==> src/hdl/mcwg_pkg.sv <==
// Shared types and constants for the multi-client watchdog gate.
package mcwg_pkg;

    localparam int CLIENTS  = 3;
    localparam int CLIENT_W = 2;
    localparam int TICK_W   = 32;
    localparam int PERIOD_W = 20;
    localparam int GRACE_W  = 31;
    localparam int DATA_W   = 32;
    localparam int ADDR_W   = 5;
    localparam int REG_IDX_W = 3;

    localparam logic [TICK_W-1:0]   GRACE_SPLIT  = 32'h8000_0000;
    localparam logic [TICK_W-1:0]   DEADLINE_RST = 32'd1000;
    localparam logic [PERIOD_W-1:0] PERIOD_RST   = 20'd100;
    localparam logic [GRACE_W-1:0]  GRACE_RST    = 31'd5000;

    typedef enum logic [1:0] {
        CMD_TICK    = 2'd0,
        CMD_CHECKIN = 2'd1,
        CMD_SUSPEND = 2'd2,
        CMD_RESUME  = 2'd3
    } t_cmd;

    typedef enum logic [REG_IDX_W-1:0] {
        REG_DEADLINE0    = 3'd0,
        REG_DEADLINE1    = 3'd1,
        REG_DEADLINE2    = 3'd2,
        REG_SWEEP_PERIOD = 3'd3,
        REG_BOOT_GRACE   = 3'd4
    } t_reg_idx;

    typedef struct packed {
        t_cmd                cmd;
        logic [CLIENT_W-1:0] client;
    } t_in_item;

    typedef struct packed {
        logic                swept;
        logic                pulse;
        logic                stall_event;
        logic                recover_event;
        logic                late_valid;
        logic [CLIENT_W-1:0] late_idx;
        logic [TICK_W-1:0]   late_by;
        logic                kicking;
    } t_out_item;

    typedef struct packed {
        logic [CLIENTS-1:0][TICK_W-1:0] deadline;
        logic [PERIOD_W-1:0]            sweep_period;
        logic [GRACE_W-1:0]             boot_grace;
    } t_cfg;

endpackage

==> src/hdl/multi_client_watchdog_gate_top.sv <==
// Top level of the multi-client watchdog gate: item pipeline and watchdog state.
//
// Items enter on the input channel (i_in_valid, o_in_ready, i_in_item): a tick, a
// check-in, a suspend or a resume for one of three clients. Every item yields
// exactly one result on the output channel (o_out_valid, i_out_ready,
// o_out_item), in order. Every sweep_period ticks a sweep checks each enabled
// client's elapsed time against its deadline and either pulses or reports the
// first late client, with stall and recovery edges flagged.
// An accepted item waits in the input register until its result is written into
// the result register. One item per cycle is sustained while i_out_ready stays
// high; the limit is the single pass from the input register through the
// per-client deadline subtractors and priority pick into the result register.
// When the receiver stalls, the result register holds its item and the input
// register takes one more item, after which o_in_ready drops.
// Reset is synchronous and active low: the tick count and sweep phase clear,
// all clients are enabled with a zero check-in time, pulsing is on, and the
// registers return to deadline 1000, sweep period 100 and boot grace 5000.
// The user must write registers over the APB-style port only while the block is idle; not enforced.
module multi_client_watchdog_gate_top (
    input  logic                        i_clk,
    input  logic                        i_rst_n,
    input  logic                        i_in_valid,
    output logic                        o_in_ready,
    input  mcwg_pkg::t_in_item          i_in_item,
    output logic                        o_out_valid,
    input  logic                        i_out_ready,
    output mcwg_pkg::t_out_item         o_out_item,
    input  logic                        psel,
    input  logic                        penable,
    input  logic                        pwrite,
    input  logic [mcwg_pkg::ADDR_W-1:0] paddr,
    input  logic [mcwg_pkg::DATA_W-1:0] pwdata,
    output logic [mcwg_pkg::DATA_W-1:0] prdata,
    output logic                        pready
);
    import mcwg_pkg::*;

    t_cfg                w_cfg;

    logic                r_in_valid;
    t_in_item            r_in;
    logic                r_out_valid;
    t_out_item           r_out;
    t_out_item           n_out;
    logic                w_advance;

    // Tick count and sweep phase are kept one tick ahead; elapsed counts too.
    logic [TICK_W-1:0]   r_tick_nx;
    logic [TICK_W-1:0]   n_tick_nx;
    logic [PERIOD_W-1:0] r_phase_nx;
    logic [PERIOD_W-1:0] n_phase_nx;
    logic [TICK_W-1:0]   r_elapsed [CLIENTS];
    logic [TICK_W-1:0]   n_elapsed [CLIENTS];
    logic [CLIENTS-1:0]  r_enabled;
    logic [CLIENTS-1:0]  n_enabled;
    logic                r_pulsing;
    logic                n_pulsing;

    logic [TICK_W:0]     w_diff [CLIENTS];
    logic [CLIENTS-1:0]  w_late;
    logic [TICK_W-1:0]   w_grace_diff;
    logic                w_grace_open;
    logic                w_sweep;
    logic                w_found;
    logic [CLIENT_W-1:0] w_pick;
    logic [TICK_W-1:0]   w_by;

    mcwg_regs u_regs (
        .i_clk   (i_clk),
        .i_rst_n (i_rst_n),
        .psel    (psel),
        .penable (penable),
        .pwrite  (pwrite),
        .paddr   (paddr),
        .pwdata  (pwdata),
        .prdata  (prdata),
        .pready  (pready),
        .o_cfg   (w_cfg)
    );

    assign w_advance   = r_in_valid && (!r_out_valid || i_out_ready);
    assign o_in_ready  = !r_in_valid || w_advance;
    assign o_out_valid = r_out_valid;
    assign o_out_item  = r_out;

    assign w_grace_diff = r_tick_nx - {1'b0, w_cfg.boot_grace};
    assign w_grace_open = w_grace_diff > GRACE_SPLIT;
    assign w_sweep      = r_phase_nx >= w_cfg.sweep_period;

    always_comb begin
        for (int i = 0; i < CLIENTS; i++) begin
            w_diff[i] = {1'b0, r_elapsed[i]} - {1'b0, w_cfg.deadline[i]};
            w_late[i] = r_enabled[i] && !w_diff[i][TICK_W];
        end
    end

    always_comb begin
        w_pick = '0;
        w_by   = '0;
        for (int i = CLIENTS - 1; i >= 0; i--) begin
            if (w_late[i]) begin
                w_pick = CLIENT_W'(i);
                w_by   = w_diff[i][TICK_W-1:0];
            end
        end
        w_found = (|w_late) && !w_grace_open;
    end

    always_comb begin
        n_tick_nx  = r_tick_nx;
        n_phase_nx = r_phase_nx;
        n_elapsed  = r_elapsed;
        n_enabled  = r_enabled;
        n_pulsing  = r_pulsing;
        n_out      = '0;
        case (r_in.cmd)
            CMD_TICK: begin
                n_tick_nx = r_tick_nx + 1'b1;
                for (int i = 0; i < CLIENTS; i++) begin
                    n_elapsed[i] = r_elapsed[i] + 1'b1;
                end
                if (w_sweep) begin
                    n_phase_nx  = PERIOD_W'(1);
                    n_out.swept = 1'b1;
                    if (w_found) begin
                        n_out.late_valid  = 1'b1;
                        n_out.late_idx    = w_pick;
                        n_out.late_by     = w_by;
                        n_out.stall_event = r_pulsing;
                        n_pulsing         = 1'b0;
                    end else begin
                        n_out.pulse         = 1'b1;
                        n_out.recover_event = !r_pulsing;
                        n_pulsing           = 1'b1;
                    end
                end else begin
                    n_phase_nx = r_phase_nx + 1'b1;
                end
            end
            default: begin
                for (int i = 0; i < CLIENTS; i++) begin
                    if (r_in.client == CLIENT_W'(i)) begin
                        if (r_in.cmd == CMD_CHECKIN || r_in.cmd == CMD_RESUME) begin
                            n_elapsed[i] = TICK_W'(1);
                        end
                        if (r_in.cmd == CMD_SUSPEND) begin
                            n_enabled[i] = 1'b0;
                        end
                        if (r_in.cmd == CMD_RESUME) begin
                            n_enabled[i] = 1'b1;
                        end
                    end
                end
            end
        endcase
        n_out.kicking = n_pulsing;
    end

    always_ff @(posedge i_clk) begin
        if (!i_rst_n) begin
            r_in_valid <= 1'b0;
        end else if (o_in_ready) begin
            r_in_valid <= i_in_valid;
        end
        if (o_in_ready && i_in_valid) begin
            r_in <= i_in_item;
        end
    end

    always_ff @(posedge i_clk) begin
        if (!i_rst_n) begin
            r_out_valid <= 1'b0;
        end else if (w_advance) begin
            r_out_valid <= 1'b1;
        end else if (i_out_ready) begin
            r_out_valid <= 1'b0;
        end
        if (w_advance) begin
            r_out <= n_out;
        end
    end

    always_ff @(posedge i_clk) begin
        if (!i_rst_n) begin
            r_tick_nx  <= TICK_W'(1);
            r_phase_nx <= PERIOD_W'(1);
            for (int i = 0; i < CLIENTS; i++) begin
                r_elapsed[i] <= TICK_W'(1);
            end
            r_enabled <= '1;
            r_pulsing <= 1'b1;
        end else if (w_advance) begin
            r_tick_nx  <= n_tick_nx;
            r_phase_nx <= n_phase_nx;
            r_elapsed  <= n_elapsed;
            r_enabled  <= n_enabled;
            r_pulsing  <= n_pulsing;
        end
    end

    a_kicking_tracks_state: assert property (@(posedge i_clk) disable iff (!i_rst_n)
        w_advance |=> (r_out.kicking == r_pulsing))
        else $error("Result kicking differs from the pulse train state.");

    a_recover_only_when_stalled: assert property (@(posedge i_clk) disable iff (!i_rst_n)
        (w_advance && n_out.recover_event) |-> !r_pulsing)
        else $error("Recovery flagged while already pulsing.");

    a_no_sweep_without_tick: assert property (@(posedge i_clk) disable iff (!i_rst_n)
        (w_advance && r_in.cmd != CMD_TICK) |=> !r_out.swept)
        else $error("Sweep reported for an item that is not a tick.");

    a_phase_never_zero: assert property (@(posedge i_clk) disable iff (!i_rst_n)
        r_in_valid |-> (r_phase_nx != '0))
        else $error("Sweep phase wrapped to zero.");

endmodule

==> src/hdl/mcwg_regs.sv <==
// Configuration register file behind the APB-style port.
module mcwg_regs (
    input  logic                   i_clk,
    input  logic                   i_rst_n,
    input  logic                   psel,
    input  logic                   penable,
    input  logic                   pwrite,
    input  logic [mcwg_pkg::ADDR_W-1:0] paddr,
    input  logic [mcwg_pkg::DATA_W-1:0] pwdata,
    output logic [mcwg_pkg::DATA_W-1:0] prdata,
    output logic                   pready,
    output mcwg_pkg::t_cfg         o_cfg
);
    import mcwg_pkg::*;

    t_cfg                 r_cfg;
    t_cfg                 n_cfg;
    logic [REG_IDX_W-1:0] w_idx;
    logic                 w_write;

    assign w_idx   = paddr[ADDR_W-1:2];
    assign w_write = psel && penable && pwrite;
    assign pready  = 1'b1;
    assign o_cfg   = r_cfg;

    always_comb begin
        n_cfg = r_cfg;
        if (w_write) begin
            unique case (w_idx)
                REG_DEADLINE0:    n_cfg.deadline[0] = pwdata[TICK_W-1:0];
                REG_DEADLINE1:    n_cfg.deadline[1] = pwdata[TICK_W-1:0];
                REG_DEADLINE2:    n_cfg.deadline[2] = pwdata[TICK_W-1:0];
                REG_SWEEP_PERIOD: n_cfg.sweep_period = pwdata[PERIOD_W-1:0];
                REG_BOOT_GRACE:   n_cfg.boot_grace = pwdata[GRACE_W-1:0];
                default:          n_cfg = r_cfg;
            endcase
        end
    end

    always_comb begin
        unique case (w_idx)
            REG_DEADLINE0:    prdata = r_cfg.deadline[0];
            REG_DEADLINE1:    prdata = r_cfg.deadline[1];
            REG_DEADLINE2:    prdata = r_cfg.deadline[2];
            REG_SWEEP_PERIOD: prdata = {{(DATA_W-PERIOD_W){1'b0}}, r_cfg.sweep_period};
            REG_BOOT_GRACE:   prdata = {{(DATA_W-GRACE_W){1'b0}}, r_cfg.boot_grace};
            default:          prdata = '0;
        endcase
    end

    always_ff @(posedge i_clk) begin
        if (!i_rst_n) begin
            for (int i = 0; i < CLIENTS; i++) begin
                r_cfg.deadline[i] <= DEADLINE_RST;
            end
            r_cfg.sweep_period <= PERIOD_RST;
            r_cfg.boot_grace   <= GRACE_RST;
        end else begin
            r_cfg <= n_cfg;
        end
    end

endmodule

==> config.mk <==
export PLATFORM = sky130hd
export DESIGN_NAME = multi_client_watchdog_gate_top
export DESIGN_NICKNAME = d
export VERILOG_FILES = /design/src/hdl/mcwg_pkg.sv /design/src/hdl/multi_client_watchdog_gate_top.sv /design/src/hdl/mcwg_regs.sv
export SDC_FILE = /design/constraint.sdc
export NUM_CORES = 1
export LEC_CHECK = 0
export ABC_AREA = 1
export ABC_CLOCK_PERIOD_IN_PS = 7290
export BUFFER_PORTS_ARGS = -buffer_cell sky130_fd_sc_hd__buf_2
export CAP_MARGIN = 20
export CORE_MARGIN = 2
export CORE_UTILIZATION = 50
export DETAILED_ROUTE_END_ITERATION = 7
export PLACE_DENSITY = 0.7
export SLEW_MARGIN = 0
export SYNTH_ARGS = -nofsm -noshare
export SYNTH_HDL_FRONTEND = slang
export SYNTH_SLANG_ARGS = --single-unit
==> constraint.sdc <==
create_clock -name i_clk -period 7.29 [get_ports i_clk]
set_input_delay 0.3645 -clock i_clk [delete_from_list [all_inputs] [get_ports i_clk]]
set_output_delay 0.3645 -clock i_clk [all_outputs]
set_load 0.03 [all_outputs]
==> PnR_summary.wiki <==
{| class="wikitable"
! Metric !! Value
|-
| P&R area growth vs syn || 10.7%
|-
| Crit path max fanout || 38
|-
| Post-route non-filler standard cell count || 4322
|-
| TritonCTS Sinks || 345
|-
| Die area || 49400 µm²
|-
| Portion of total power attributed to the clock network || 0.477
|-
| Final TNS setup || 0 ns
|-
| Effective utilization at floorplan || 0.502
|-
| Worst Skew || 0.0167 ns
|-
| Top library cells by usage in the layout, fill and taps aside || sky130_fd_sc_hd__nand2_1, sky130_fd_sc_hd__inv_1, sky130_fd_sc_hd__a21oi_1, sky130_fd_sc_hd__nor2_1, sky130_fd_sc_hd__o21ai_0
|-
| All-layer global routing usage || 0.318
|-
| Number of antenna violations at the first check in global routing || 3
|-
| Total core area || 47400 µm²
|-
| Vias per cell || 5.63
|-
| Count of TritonRoute iterations in the first routing pass || 6
|-
| Cell internal pwr || approximately 3.3 mW
|-
| Net count, final || 3877
|-
| Syn_area_per_cell || approximately 6.7 µm²
|-
| Fmax || roughly 210 MHz
|-
| CP startpoint kind || flip-flop
|-
| Post-DP Area || 25000 µm²
|-
| Die width || 222 µm
|-
| Total CTS buffers || 41
|-
| Post-DR wirelength/cell || 18.9 µm
|-
| LEAKAGE || 12.2 nW
|-
| Shortest clock period the worst path allows after layout || 4.66 ns
|-
| Final period utilization || 0.640
|-
| Share of final-layout standard cells stronger than drive strength 1 || 0.0777
|-
| Category of the worst setup path capture point || flip-flop
|-
| Switching part of the total || 0.258
|-
| Area leader, netlist || sky130_fd_sc_hd__dfxtp_1
|-
| Yosys top cell area share || 0.253
|-
| Maximum number of buffers from clock root to sink || 3
|-
| Total gr overflow || 0
|-
| Relative slew slack || 0.229
|-
| Total number of vias || roughly 24000
|-
| Total of warnings raised by yosys || 0
|-
| Post-route setup slack || 2.63 ns
|-
| Count of distinct cell types in the synthesized netlist || 61
|-
| Placed cells || 4241
|-
| H-tree depth reported by CTS || 2
|-
| Number of filler instances in the final layout || around 4800
|-
| Design Power || around 4.4 mW
|-
| DP Wirelength || between 60000 and 70000 µm
|-
| Switching power of the nets || 1.13 mW
|-
| Syn nets || 3782
|-
| Clk pin slew, worst setup/hold paths || ~0.06 ns
|-
| Reported max-cap violation count || 0
|-
| Global-route wire length before repair || 122000 µm
|-
| Via count of the first global-routing pass || 21500
|-
| Dpl ws || approximately 2.8 ns
|-
| Largest net degree at the start of global routing || 81
|-
| Final Routed Wirelength || around 80000 µm
|-
| Crit path arrival time || 5.04 ns
|-
| Iteration-0 DRC count of the detailed router || about 2600
|-
| Postcts setup bufs || 0
|-
| Count of nets left with antenna violations after detail routing || 0
|-
| Clock Tree Root || sky130_fd_sc_hd__clkbuf_16
|-
| Hold Fails Final Rpt || 0
|-
| Sequential Power Share || 0.447
|-
| RSZ-0062 raised after global routing || false
|-
| Most common library cell in the layout ignoring fill and taps || sky130_fd_sc_hd__nand2_1
|-
| Result of the run || complete, no violations
|-
| Worst EP required || 7.67 ns
|-
| Mapped cell area || 23800 µm²
|-
| Number of setup violations in the final report || 0
|-
| Power density of the placed cells || 166 nW/µm²
|-
| Least-Margin Pin Slew || 1.15 ns
|-
| Post-route DRC violation count || 0
|-
| # rows || 80
|-
| Clock latency at the later pin of the worst-skew pair || 0.58 ns
|-
| Synthesized netlist cell count || 3578
|-
| CP Class || flip-flop to flip-flop
|-
| CTS tree || done
|-
| Cell types with the largest area share after synthesis || sky130_fd_sc_hd__dfxtp_1, sky130_fd_sc_hd__nand2_1, sky130_fd_sc_hd__inv_1
|-
| Number of top-level pins || 123
|-
| Number of synthesized register bits || roughly 350
|-
| Die outline height || 222 µm
|-
| Max rail drop VDD || 0.185 mV
|-
| Comb pwr share || 0.076
|-
| Final estimated routing congestion in global placement || 1.01
|-
| Final instance area || 26400 µm²
|-
| Max-slew violations || 0
|-
| Count of input and output buffers || 119
|-
| Sequential fraction of the synthesis area || 0.308
|-
| Hold crit path type || input port to flip-flop
|}
what timing repair did:
item	4_1_cts	5_1_grt
endpoints found under the hold margin	4	0
resized for setup	0	0
hold buffers	4	0
synth_stat cells (all sizes together):
cell / number
nand2: 760
inv: 558
a21oi: 399
nor2: 353
o21ai: 316
dfxtp: 301
ha: 152
nand3: 135
nor3: 87
clkbuf: 66
nand4: 61
xor2: 48
edfxtp: 44
xnor2: 42
o22ai: 26
nor4: 23
o21a: 21
a221oi: 20
buf: 20
o211ai: 19
a211oi: 18
a21o: 16
a21boi: 14
a31oi: 14
o2111ai: 11
nand3b: 10
o21bai: 7
or2: 7
and2: 6
o221ai: 6
nor3b: 5
fa: 4
clkinv: 2
a211o: 1
and3: 1
conb: 1
mux2i: 1
o311ai: 1
o41ai: 1
or4: 1
flip-flops by register name (all words and copies together) (netlist names):
name / count
r_phase_nx: 20
u_regs.o_cfg: 147
r_elapsed: 96
r_tick_nx: 32
o_out_item: 40
r_enabled: 3
o_out_valid: 1
r_in_valid: 1
r_in: 4
r_pulsing: 1
metal layers:
layer / share of wire / GRT usage / vias up / wire [µm]
li1: - / - / 12100 / -
met1: 0.44 / 0.448 / 11100 / 35700
met4: 0.043 / 0.128 / 2 / 3480
met2: 0.43 / 0.498 / 985 / 35300
met5: 0.00020 / 0 / - / 16
met3: 0.086 / 0.0373 / 157 / 7030
worst max-delay path, stage by stage (launching register included):
cell and delay, ns:
sky130_fd_sc_hd__dfxtp_1 0.37, sky130_fd_sc_hd__inv_1 0.07, sky130_fd_sc_hd__ha_1 0.23, sky130_fd_sc_hd__fa_1 0.41
sky130_fd_sc_hd__o21ai_1 0.26, sky130_fd_sc_hd__a21boi_2 0.14, sky130_fd_sc_hd__o21ai_2 0.24, sky130_fd_sc_hd__nand2_1 0.08
sky130_fd_sc_hd__nand2_1 0.14, sky130_fd_sc_hd__nand2_1 0.16, sky130_fd_sc_hd__nand2_1 0.09, sky130_fd_sc_hd__nand2_1 0.49
sky130_fd_sc_hd__nand3_1 0.55, sky130_fd_sc_hd__nand3_2 0.81, sky130_fd_sc_hd__nor3_1 0.38
layout make-up:
cell class	instances	area, µm²	area share
Multi-Input combinational cell	2587	14000	0.532
Timing Repair Buffer	138	751	0.0285
Clock buffer	58	1190	0.0452
Inverter	560	2100	0.0797
Tap cell	615	769	0.0292
Clock inverter	17	179	0.00678
Sequential cell	345	7350	0.279
Antenna cell	2	5.00	0.000190
final timing paths:
kind                         startpoint                           end  slack (ns)  depth (start not counted)
max reg2reg  r_elapsed[32]$_SDFFE_PN1P_  o_out_item[34]$_SDFFCE_PP0P_        2.63                         14
min reg2reg  r_elapsed[63]$_SDFFE_PN0P_    r_elapsed[63]$_SDFFE_PN0P_        0.48                          1
max          r_elapsed[32]$_SDFFE_PN1P_  o_out_item[34]$_SDFFCE_PP0P_        2.63                         14
min                          i_in_valid       r_in_valid$_SDFFE_PN0N_        0.07                          3
per-stage QoR:
| stage | hold slack, ns | util |
|---|---|---|
| CTS | 0.0480 | 0.556 |
| finish | 0.0749 | 0.556 |
| global placement | 0.458 | 0.526 |
| floorplan | 0.428 | - |
| global route | 0.0821 | 0.556 |
| detailed placement | 0.461 | 0.526 |
power groups by stage:
stage	Combinational [mW]	Clock, mW	Sequential [mW]
floorplan	0.188	0	2.02
global placement	0.320	0	2.00
detailed placement	0.320	0	2.00
CTS	0.323	2.12	1.96
global route	0.357	2.19	1.96
finish	0.331	2.09	1.96
logic make-up after synthesis:
family	synth area share
multiplexers	0.000420
buffers and inverters	0.104
AND/OR/NAND/NOR	0.263
other	0.000157
flip-flops	0.308
adder cells (fa/ha/maj)	0.0831
XOR/XNOR	0.0331
AO/OA/AOI/OAI	0.208
Power figures use the tool's default switching activity.
